### config.mk
export PLATFORM = sky130hd
export DESIGN_NAME = memory_fill_random_generator
export DESIGN_NICKNAME = d
export VERILOG_FILES = /design/src/sv/mfrg_pkg.sv /design/src/sv/memory_fill_random_generator.sv /design/src/sv/mfrg_datapath.sv /design/src/sv/mfrg_ctrl.sv
export SDC_FILE = /design/constraint.sdc
export NUM_CORES = 2
export LEC_CHECK = 0
export BUFFER_PORTS_ARGS = -buffer_cell sky130_fd_sc_hd__buf_2
export CORE_MARGIN = 2
export CORE_UTILIZATION = 40
export DETAILED_ROUTE_END_ITERATION = 10
export SYNTH_ARGS = -nofsm -noshare
export SYNTH_HDL_FRONTEND = slang
export SYNTH_SLANG_ARGS = --single-unit
### constraint.sdc
create_clock -name clk -period 12.9 [get_ports clk]
set_input_delay 2.58 -clock clk [delete_from_list [all_inputs] [get_ports clk]]
set_output_delay 2.58 -clock clk [all_outputs]
set_load 0.005 [all_outputs]
### src/sv/mfrg_pkg.sv
// Shared types and constants of the memory fill random generator.
`default_nettype none

package mfrg_pkg;

  // Splitmix64 seeding constants
  localparam logic [63:0] GOLDEN_STEP = 64'h9e3779b97f4a7c15;
  localparam logic [63:0] MIX_MUL_1   = 64'hbf58476d1ce4e5b9;
  localparam logic [63:0] MIX_MUL_2   = 64'h94d049bb133111eb;

  // Fill mode register codes
  localparam logic [1:0] MODE_ONES = 2'd0;
  localparam logic [1:0] MODE_ZERO = 2'd1;
  localparam logic [1:0] MODE_RAND = 2'd2;
  localparam logic [1:0] MODE_NONE = 2'd3;

  // Input action codes
  localparam logic ACT_RESEED = 1'b0;
  localparam logic ACT_FILL   = 1'b1;

  // Constant fill bytes
  localparam logic [7:0] FILL_ONES = 8'hFF;
  localparam logic [7:0] FILL_ZERO = 8'h00;

  // Datapath operations
  typedef enum logic [3:0] {
    DP_NOP,
    DP_SEED,
    DP_PRE,
    DP_MUL0,
    DP_MUL1,
    DP_MUL2,
    DP_MIX,
    DP_FIN,
    DP_EMIT_ONES,
    DP_EMIT_ZERO,
    DP_EMIT_RAND
  } dp_op_t;

  // Command from controller to datapath
  typedef struct packed {
    dp_op_t op;
    logic   mul_sel;   // 0 first mix multiplier, 1 second
    logic   word_sel;  // 0 store into word a, 1 into word b
  } mfrg_cmd_t;

endpackage

`default_nettype wire

### src/sv/memory_fill_random_generator.sv
// Top level of the memory fill random generator: register port, controller and datapath.
//
// Usage:
//   Input words (in_action, in_seed_value, in_byte_count) are taken when in_valid is high
//   and in_stall is low. A reseed word loads both 64-bit generator words through two
//   splitmix64 rounds and gives no output. A fill word gives min(in_byte_count, MAX_BURST)
//   output words (out_fill_byte, out_last_byte), the last one flagged.
//   A reseed keeps in_stall high through both rounds, so no word is taken meanwhile;
//   the shared 32x32 multiplier builds each 64-bit product from three partial products.
//   A fill enters the emit state once taken; there each byte is registered into the
//   output word, one byte per cycle while out_stall is low, and the next input word is
//   taken only after the last byte is loaded. A fill with a count of zero, or with
//   fill_mode 3, is taken and gives nothing. When the receiver stalls, the output word
//   holds and the burst pauses. Reset (rst_n low, synchronous) clears fill_mode to 0 and
//   both generator words to zero. fill_mode sits at byte address 0 of the register port;
//   the user must write it only while idle, as the block does not enforce this.
`default_nettype none

module memory_fill_random_generator #(
  parameter int MAX_BURST = 64
) (
  input  wire logic        clk,
  input  wire logic        rst_n,
  // Register port
  input  wire logic        psel,
  input  wire logic        penable,
  input  wire logic        pwrite,
  input  wire logic [2:0]  paddr,
  input  wire logic [31:0] pwdata,
  output logic [31:0]      prdata,
  output logic             pready,
  // Input channel
  input  wire logic        in_valid,
  output logic             in_stall,
  input  wire logic        in_action,
  input  wire logic [31:0] in_seed_value,
  input  wire logic [6:0]  in_byte_count,
  // Output channel
  output logic             out_valid,
  input  wire logic        out_stall,
  output logic [7:0]       out_fill_byte,
  output logic             out_last_byte
);
  import mfrg_pkg::*;

  localparam logic [2:0] ADDR_FILL_MODE = 3'd0;

  logic [1:0] fill_mode_r, fill_mode_nxt;
  logic       reg_write;
  mfrg_cmd_t  cmd;

  // Register write decode
  assign reg_write = psel && penable && pwrite && pready;

  always_comb begin
    fill_mode_nxt = fill_mode_r;
    if (reg_write && paddr == ADDR_FILL_MODE) begin
      fill_mode_nxt = pwdata[1:0];
    end
  end

  always_ff @(posedge clk) begin
    if (!rst_n) begin
      fill_mode_r <= MODE_ONES;
    end else begin
      fill_mode_r <= fill_mode_nxt;
    end
  end

  // Read back
  assign prdata = (paddr == ADDR_FILL_MODE) ? {30'd0, fill_mode_r} : 32'd0;
  assign pready = 1'b1;

  mfrg_ctrl #(
    .MAX_BURST (MAX_BURST)
  ) u_ctrl (
    .clk           (clk),
    .rst_n         (rst_n),
    .in_valid      (in_valid),
    .in_action     (in_action),
    .in_byte_count (in_byte_count),
    .in_stall      (in_stall),
    .fill_mode     (fill_mode_r),
    .out_valid     (out_valid),
    .out_last_byte (out_last_byte),
    .out_stall     (out_stall),
    .cmd           (cmd)
  );

  mfrg_datapath u_datapath (
    .clk           (clk),
    .rst_n         (rst_n),
    .cmd           (cmd),
    .in_seed_value (in_seed_value),
    .out_fill_byte (out_fill_byte)
  );

endmodule

`default_nettype wire

### src/sv/mfrg_datapath.sv
// Datapath: generator words, splitmix64 seeding with a shared 32x32 multiplier, fill byte.
`default_nettype none

module mfrg_datapath (
  input  wire logic              clk,
  input  wire logic              rst_n,
  input  wire mfrg_pkg::mfrg_cmd_t cmd,
  input  wire logic [31:0]       in_seed_value,
  output logic [7:0]             out_fill_byte
);
  import mfrg_pkg::*;

  logic [63:0] word_a_r, word_a_nxt;
  logic [63:0] word_b_r, word_b_nxt;
  logic [63:0] x_r, x_nxt;
  logic [63:0] z_r, z_nxt;
  logic [63:0] acc_r, acc_nxt;
  logic [7:0]  byte_r, byte_nxt;

  logic [63:0] mul_const;
  logic [31:0] mul_a;
  logic [31:0] mul_b;
  logic [63:0] prod;
  logic [63:0] gen_sum;
  logic [63:0] gen_bx;
  logic [63:0] gen_a_nxt;
  logic [63:0] gen_b_nxt;
  logic [63:0] fin_val;

  // Select multiplier halves for the three partial products
  assign mul_const = cmd.mul_sel ? MIX_MUL_2 : MIX_MUL_1;
  assign mul_a     = (cmd.op == DP_MUL1) ? z_r[63:32] : z_r[31:0];
  assign mul_b     = (cmd.op == DP_MUL2) ? mul_const[63:32] : mul_const[31:0];
  assign prod      = 64'(mul_a) * 64'(mul_b);

  // xoroshiro128+ step
  assign gen_sum   = word_a_r + word_b_r;
  assign gen_bx    = word_a_r ^ word_b_r;
  assign gen_a_nxt = {word_a_r[8:0], word_a_r[63:9]} ^ gen_bx ^ (gen_bx << 14);
  assign gen_b_nxt = {gen_bx[27:0], gen_bx[63:28]};

  // Final splitmix64 scramble
  assign fin_val = acc_r ^ (acc_r >> 31);

  always_comb begin
    word_a_nxt = word_a_r;
    word_b_nxt = word_b_r;
    x_nxt      = x_r;
    z_nxt      = z_r;
    acc_nxt    = acc_r;
    byte_nxt   = byte_r;
    unique case (cmd.op)
      DP_SEED: begin
        x_nxt = {32'd0, in_seed_value} + GOLDEN_STEP;
      end
      DP_PRE: begin
        z_nxt = x_r ^ (x_r >> 30);
      end
      DP_MUL0: begin
        acc_nxt = prod;
      end
      DP_MUL1, DP_MUL2: begin
        acc_nxt[63:32] = acc_r[63:32] + prod[31:0];
      end
      DP_MIX: begin
        z_nxt = acc_r ^ (acc_r >> 27);
      end
      DP_FIN: begin
        if (cmd.word_sel) begin
          word_b_nxt = fin_val;
        end else begin
          word_a_nxt = fin_val;
        end
        x_nxt = x_r + GOLDEN_STEP;
      end
      DP_EMIT_ONES: begin
        byte_nxt = FILL_ONES;
      end
      DP_EMIT_ZERO: begin
        byte_nxt = FILL_ZERO;
      end
      DP_EMIT_RAND: begin
        byte_nxt   = gen_sum[7:0];
        word_a_nxt = gen_a_nxt;
        word_b_nxt = gen_b_nxt;
      end
      default: begin
      end
    endcase
  end

  // Generator words reset to zero
  always_ff @(posedge clk) begin
    if (!rst_n) begin
      word_a_r <= '0;
      word_b_r <= '0;
    end else begin
      word_a_r <= word_a_nxt;
      word_b_r <= word_b_nxt;
    end
  end

  // Working registers and output byte
  always_ff @(posedge clk) begin
    x_r    <= x_nxt;
    z_r    <= z_nxt;
    acc_r  <= acc_nxt;
    byte_r <= byte_nxt;
  end

  assign out_fill_byte = byte_r;

endmodule

`default_nettype wire

### src/sv/mfrg_ctrl.sv
// Controller: sequences reseeding and fill bursts, owns the output word valid and last flags.
`default_nettype none

module mfrg_ctrl #(
  parameter int MAX_BURST = 64
) (
  input  wire logic                clk,
  input  wire logic                rst_n,
  input  wire logic                in_valid,
  input  wire logic                in_action,
  input  wire logic [6:0]          in_byte_count,
  output logic                     in_stall,
  input  wire logic [1:0]          fill_mode,
  output logic                     out_valid,
  output logic                     out_last_byte,
  input  wire logic                out_stall,
  output mfrg_pkg::mfrg_cmd_t      cmd
);
  import mfrg_pkg::*;

  localparam int CNT_W = $clog2(MAX_BURST + 1);

  typedef enum logic [3:0] {
    ST_IDLE,
    ST_PRE,
    ST_MUL0,
    ST_MUL1,
    ST_MUL2,
    ST_MIX,
    ST_FIN,
    ST_EMIT
  } state_t;

  state_t           state_r, state_nxt;
  logic             mul_sel_r, mul_sel_nxt;
  logic             round_r, round_nxt;
  logic [CNT_W-1:0] cnt_r, cnt_nxt;
  logic             out_valid_r, out_valid_nxt;
  logic             out_last_r, out_last_nxt;
  logic [CNT_W-1:0] sat_count;
  logic             accept;
  logic             out_free;

  assign accept    = in_valid && (state_r == ST_IDLE);
  assign out_free  = !out_valid_r || !out_stall;
  assign sat_count = (in_byte_count > 7'(MAX_BURST)) ? CNT_W'(MAX_BURST)
                                                      : CNT_W'(in_byte_count);

  always_comb begin
    state_nxt     = state_r;
    mul_sel_nxt   = mul_sel_r;
    round_nxt     = round_r;
    cnt_nxt       = cnt_r;
    out_valid_nxt = out_valid_r;
    out_last_nxt  = out_last_r;
    cmd.op        = DP_NOP;
    cmd.mul_sel   = mul_sel_r;
    cmd.word_sel  = round_r;

    // Drop the output word once it is taken
    if (out_valid_r && !out_stall) begin
      out_valid_nxt = 1'b0;
    end

    unique case (state_r)
      ST_IDLE: begin
        if (accept) begin
          if (in_action == ACT_RESEED) begin
            cmd.op      = DP_SEED;
            round_nxt   = 1'b0;
            mul_sel_nxt = 1'b0;
            state_nxt   = ST_PRE;
          end else begin
            cnt_nxt = sat_count;
            if (sat_count != '0 && fill_mode != MODE_NONE) begin
              state_nxt = ST_EMIT;
            end
          end
        end
      end
      ST_PRE: begin
        cmd.op    = DP_PRE;
        state_nxt = ST_MUL0;
      end
      ST_MUL0: begin
        cmd.op    = DP_MUL0;
        state_nxt = ST_MUL1;
      end
      ST_MUL1: begin
        cmd.op    = DP_MUL1;
        state_nxt = ST_MUL2;
      end
      ST_MUL2: begin
        cmd.op = DP_MUL2;
        if (mul_sel_r) begin
          state_nxt = ST_FIN;
        end else begin
          state_nxt = ST_MIX;
        end
      end
      ST_MIX: begin
        cmd.op      = DP_MIX;
        mul_sel_nxt = 1'b1;
        state_nxt   = ST_MUL0;
      end
      ST_FIN: begin
        cmd.op      = DP_FIN;
        mul_sel_nxt = 1'b0;
        if (round_r) begin
          state_nxt = ST_IDLE;
        end else begin
          round_nxt = 1'b1;
          state_nxt = ST_PRE;
        end
      end
      ST_EMIT: begin
        // Load one byte into the output word whenever the slot is free
        if (out_free) begin
          case (fill_mode)
            MODE_ONES: cmd.op = DP_EMIT_ONES;
            MODE_ZERO: cmd.op = DP_EMIT_ZERO;
            default:   cmd.op = DP_EMIT_RAND;
          endcase
          out_valid_nxt = 1'b1;
          out_last_nxt  = (cnt_r == CNT_W'(1));
          cnt_nxt       = cnt_r - CNT_W'(1);
          if (cnt_r == CNT_W'(1)) begin
            state_nxt = ST_IDLE;
          end
        end
      end
      default: begin
        state_nxt = ST_IDLE;
      end
    endcase
  end

  always_ff @(posedge clk) begin
    if (!rst_n) begin
      state_r     <= ST_IDLE;
      mul_sel_r   <= 1'b0;
      round_r     <= 1'b0;
      cnt_r       <= '0;
      out_valid_r <= 1'b0;
      out_last_r  <= 1'b0;
    end else begin
      state_r     <= state_nxt;
      mul_sel_r   <= mul_sel_nxt;
      round_r     <= round_nxt;
      cnt_r       <= cnt_nxt;
      out_valid_r <= out_valid_nxt;
      out_last_r  <= out_last_nxt;
    end
  end

  assign in_stall      = (state_r != ST_IDLE);
  assign out_valid     = out_valid_r;
  assign out_last_byte = out_last_r;

endmodule

`default_nettype wire
# After elaboration in Yosys (flattened, before gate mapping)
# Index checks and enable logic that the tools add are counted.
# W data, S select, Z words.
[classes]
muxes = 37
bitwise_logic = 6
reduce_logical = 31
n_addsub = 5
mul = 1
order_cmp = 1
n_eq_ne = 28
[ops]
columns = ["operator", "n"]
rows = [
  ["$pmux W64 S2", 4],
  ["$xor A64 B64 Y64", 3],
  ["$mux W64", 2],
  ["$add A32 B64 Y64 const B", 1],
  ["$add A64 B64 Y64 const B", 1],
  ["$mul A32 B32 Y64", 1],
  ["$mux W32", 2],
  ["$pmux W32 S2", 1],
  ["$xor A64 B33 Y64", 1],
  ["$xor A64 B34 Y64", 1],
  ["$xor A64 B37 Y64", 1],
  ["$mux W62", 1],
  ["$add A32 B32 Y32", 1],
  ["$eq A4 B3 Y1 const B", 8],
  ["$pmux W4 S8", 1],
  ["$mux W4", 7],
  ["$mux W7", 4],
  ["$pmux W4 S7", 1],
  ["$pmux W8 S3", 1],
  ["$eq A4 B2 Y1 const B", 4],
  ["$pmux W7 S2", 1],
  ["$eq A4 B4 Y1 const B", 3],
  ["$reduce_bool A2 Y1", 6],
  ["$ne A2 B2 Y1 const B", 5],
  ["26 further kinds", 48],
]
[word_totals]
out_inout_bits = 44
in_bits = 82
regBits = 345
wordCells = 123

# Longest topological paths before layout
[logic_depth]
word_depth = 9
ltp_mapped = 43
depth_no_buf = 40

# Hierarchy
# From an unflattened synthesis, not the netlist that was laid out.
[unflattened]
hier_cells = 5454
hier_area_um2 = 50906.3
[modules_own_cells]
columns = ["module", "n_inst", "area_each_um2", "cells_per_inst", "seq_area_each_um2"]
rows = [
  ["mfrg_datapath", 1, 49648.9, 5290, 8568.2],
  ["mfrg_ctrl", 1, 905.9, 119, 280.3],
  ["memory_fill_random_generator", 1, 351.6, 45, 40.0],
]

# Worst setup path before layout
# Ideal clock, no wire load.
[synth_timing]
path_kind = "flip-flop to flip-flop"
from = "register u_ctrl.state_r[0]"
to = "register u_datapath.acc_r[62], data pin"
synth_period_minus_slack_ns = 9.513
setup_slack_ns = 3.387
required_ns = 12.633
stages_incl_launch_ff = 39
arrival_ns = 9.246
setup_time_ns = 0.267
n_path_buf = 3
cell_sequence = "dfxtp_1 -> or3b_2 -> clkbuf_1 -> inv_1 -> clkbuf_1 -> ha_1 -> clkbuf_1 -> nor2b_1 -> inv_1 -> fa_1 -> inv_1 -> fa_1 -> inv_1 -> fa_1 -> fa_1 -> inv_1 -> ha_1 -> ha_1 -> (+3 left out) -> a21o_1 -> a221o_1 -> a21o_1 -> nand2_1 -> nand2_1 -> a21oi_1 -> xnor2_1 -> ha_1 -> a21o_1 -> a21o_1 -> a211oi_1 -> o31ai_1 -> a21o_1 -> a31oi_1 -> o21ai_1 -> a311oi_1 -> xor2_1 -> mux2i_1"
[synth_via]
elab_chain_cells = 9
elab_cells_between_ends = 20
cone_classes = "1 x add/sub; 1 x mul; 10 x eq/ne; 5 x mux; 3 x reduce/logical"
[synth_lines]
columns = ["element", "line", "source"]
rows = [
  ["start, declared", "mfrg_ctrl.sv:34", "state_t state_r, state_nxt;"],
  ["start signal, assigned", "mfrg_ctrl.sv:147", "state_r <= state_nxt;"],
  ["$logic_not A4 Y1", "mfrg_ctrl.sv:44, mfrg_ctrl.sv:65", ""],
  ["$logic_and A1 B1 Y1", "mfrg_ctrl.sv:44", "assign accept = in_valid && (state_r == ST_IDLE);"],
  ["$mux W4", "mfrg_ctrl.sv:67", "if (accept) begin"],
  ["$pmux W4 S8 (*)", "mfrg_ctrl.sv:65", "unique case (state_r)"],
  ["$eq A4 B3 Y1 (on tied branches)", "mfrg_datapath.sv:32, mfrg_datapath.sv:33", ""],
  ["$mux W32 (on tied branches)", "mfrg_datapath.sv:32, mfrg_datapath.sv:33", ""],
  ["$mul A32 B32 Y64 (*)", "mfrg_datapath.sv:34", "assign prod = 64'(mul_a) * 64'(mul_b);"],
  ["via u_datapath.prod[15]", "mfrg_datapath.sv:23", "logic [63:0] prod;"],
  ["$add A32 B32 Y32 (*)", "mfrg_datapath.sv:63", "acc_nxt[63:32] = acc_r[63:32] + prod[31:0];"],
  ["$pmux W32 S2 (*)", "mfrg_datapath.sv:52", "unique case (cmd.op)"],
  ["via u_datapath.acc_nxt[62]", "mfrg_datapath.sv:17", "logic [63:0] acc_r, acc_nxt;"],
  ["end signal, assigned", "mfrg_datapath.sv:107", "acc_r <= acc_nxt;"],
  ["end, declared", "mfrg_datapath.sv:17", ""],
]
# The timed path passes the listed nets; every way through them passes the cells marked *.
# A chain may end at the register's enable or synchronous reset.

# Worst setup path in the final report
[layout_timing]
from = "register u_ctrl.state_r[2]"
to = "register u_datapath.acc_r[61], data pin"
# The elaborated chain is that of the path after synthesis.

==> results.sh <==
export IMPL_yosysWarnings=0
export IMPL_io_buffers=64
export IMPL_period_share_pct=89.18
export IMPL_drive_gt1_share_pct=6.232
export IMPL_ant_nets=0
export IMPL_start_kind="flop"
export IMPL_first_global_vias=37480
export IMPL_ctsResizeCount=0
export IMPL_fin_setup_tns_ns=0
export IMPL_drt_wirelength_per_cell_um=23.19
export IMPL_post_cts_buffers=0
export IMPL_cts_tree="done"
export IMPL_multi_input_area_um2=36520
export IMPL_drcViolationCount=0
export IMPL_gr_usage_all_layers_pct=25.09
export IMPL_vias=36400
export IMPL_pin_count=126
export IMPL_setup_viol=0
export IMPL_cts_root_buf="clkbuf_16"
export IMPL_postLayoutCoreUtil_pct=43.03
export IMPL_synthMostInstantiatedCell="inv_1"
export IMPL_max_freq_mhz=86.93
export IMPL_hpwl_mm=129.3
export IMPL_critPathRequiredTime_ns=13.20
export IMPL_diodes=0
export IMPL_rsz0062_at_grt="no"
export IMPL_critPathSlowestCell="nor2b_1"
export IMPL_crit_path_max_fanout=21
export IMPL_h_tree_depth=2
export IMPL_seq_area_um2=8889
export IMPL_clk_latency_ns=0.57
export IMPL_end_kind="flop"
export IMPL_period_needed_ns=11.50
export IMPL_fin_skew_ns=0.01910
export IMPL_numClockSinks=344
export IMPL_synthTopCellsByCount="inv_1, fa_1, ha_1"
export IMPL_drt_initial_drc_count=3001
export IMPL_antenna_found_initial=0
export IMPL_grt_pass1_wl_mm=238.1
export IMPL_whs_ns=0.5192
export IMPL_status="completed"
export IMPL_die_w_um=357.1
export IMPL_finalNetCount=6440
export IMPL_synth_cell_types=91
export IMPL_slowest_delay_ns=0.82
export IMPL_netlist_area_um2=49870
export IMPL_fill_cells=12280
export IMPL_postSynthCellCount=5199
export IMPL_critPathKind="reg2reg"
export IMPL_yosys_area_top_type="fa_1"
export IMPL_die_y_um=357.1
export IMPL_synth_main_ff_cell="edfxtp_1"
export IMPL_area_delta_synth_final_pct=6.679
export IMPL_synth_avg_cell_area_um2=9.592
export IMPL_drv_slew=0
export IMPL_numCtsBuffers=40
export IMPL_core_um2=123600
export IMPL_grt_start_max_net_pins=108
export IMPL_clk_pin_slew_worst_paths_ns=0.06
export IMPL_path_common_cell="fa_1"
export IMPL_grt_overflow=0
export IMPL_ys_ff_latch=344
export IMPL_cap_viol_max_count=0
export IMPL_routabilityCongestion=0.9887
export IMPL_final_hold_violation_count=0
export IMPL_vias_per_cell=5.337
export IMPL_drt_wl_total_mm=158.1
export IMPL_worst_path_buf_inv=7
export IMPL_critical_path_top_delay_family="adder cells"
export IMPL_arrival_ns=11.80
export IMPL_worst_pin_slew_ns=1.104
export IMPL_drt_first_pass_iters=7
export IMPL_hold_path_class="reg2reg"
export IMPL_clockBufferDepth=3
export IMPL_async_flop_share_pct=0
export IMPL_hold_buffers=0
export IMPL_synth_edf_count=200
export IMPL_yosysSeqAreaShare_pct=17.82
export IMPL_row_count=129
export IMPL_synth_top_area_share_pct=33.00
export IMPL_design_die_area_um2=127500
export IMPL_relSlewSlack_pct=26.40
export IMPL_start_util_pct=40.33
export IMPL_synthTopCellsByArea="fa_1, edfxtp_1, ha_1, inv_1, dfxtp_1"
layout make-up:
type                    instances  area share (%)
clock buffers                  52           2.065
clock inverters                17          0.3622
inverters                     979           6.908
multi-input cells            3667           68.65
flip-flops and latches        344           16.71
well taps                    1637           3.850
repair buffers                124           1.454
cells in the final DEF (no fill, tap or decap), types with 43 or more instances in the layout:
cell type	instances
and2_1	43
dfxtp_1	144
nand2b_1	48
fa_1	822
or2_2	53
nor2_1	371
nand2_1	323
buf_4	61
nor2b_1	156
o211a_1	54
a211oi_1	46
edfxtp_1	200
inv_1	977
xor2_1	214
xnor2_1	245
ha_1	375
a21o_1	69
a21oi_1	215
buf_2	63
o21ai_0	182
worst reg2reg max path, delay by kind of cell (launching register included):
family | cells | cell delay (ns)
mux | 1 | 0.10
simple gates | 7 | 1.79
flops | 1 | 0.61
compound gates | 11 | 2.25
buf+inv | 7 | 1.08
fa+ha+maj | 11 | 4.69
xor+xnor | 2 | 0.71
worst paths after layout:
kind,start,endpoint,slack (ns),depth (start not counted)
min,u_datapath.word_b_r[3],u_datapath.word_b_r[3],0.52,2
min reg2reg,u_datapath.word_b_r[3],u_datapath.word_b_r[3],0.52,2
max,u_ctrl.state_r[2],u_datapath.acc_r[61],1.40,39
max reg2reg,u_ctrl.state_r[2],u_datapath.acc_r[61],1.40,39
per-stage QoR:
step	worst slack, ns	cell area (um^2)	std cells
global placement	1.772	51910	6751
global route	0.9172	53200	6820
CTS	1.664	53200	6820
floorplan	3.387	49980	5228
detailed placement	1.754	51910	6751
finish	1.396	53200	6820
sequential cells by signal, summed over array words and instances (netlist names):
| name | count |
|---|---|
| u_ctrl.out_valid | 1 |
| u_datapath.acc_r | 64 |
| u_datapath.z_r | 64 |
| u_datapath.out_fill_byte | 8 |
| u_ctrl.state_r | 3 |
| fill_mode_r | 2 |
| u_datapath.x_r | 64 |
| u_ctrl.out_last_byte | 1 |
| u_datapath.word_b_r | 64 |
| u_ctrl.cnt_r | 7 |
| u_datapath.word_a_r | 64 |
| u_ctrl.round_r | 1 |
| u_ctrl.mul_sel_r | 1 |
kinds of logic after synthesis:
kind of cell,count (synthesis),synth area share [%]
buf+inv,1217,9.442
fa+ha+maj,1203,42.55
simple gates,1146,10.89
compound gates,757,9.723
xor+xnor,459,8.062
flops,344,17.82
mux,71,1.493
other cells,2,0.01506
per-layer routing:
metal / up-vias / wire length [um] / global-route usage [%]
met4: 0 / 6727 / 9.613
met1: 18580 / 68290 / 35.07
li1: 16230 / - / -
met5: - / 0 / 0
met3: 268 / 10310 / 2.903
met2: 1324 / 72810 / 40.00
Power is left out: the tool's default activity adds up to more than one toggle a clock period on the data nets, which glitch-free logic cannot reach.
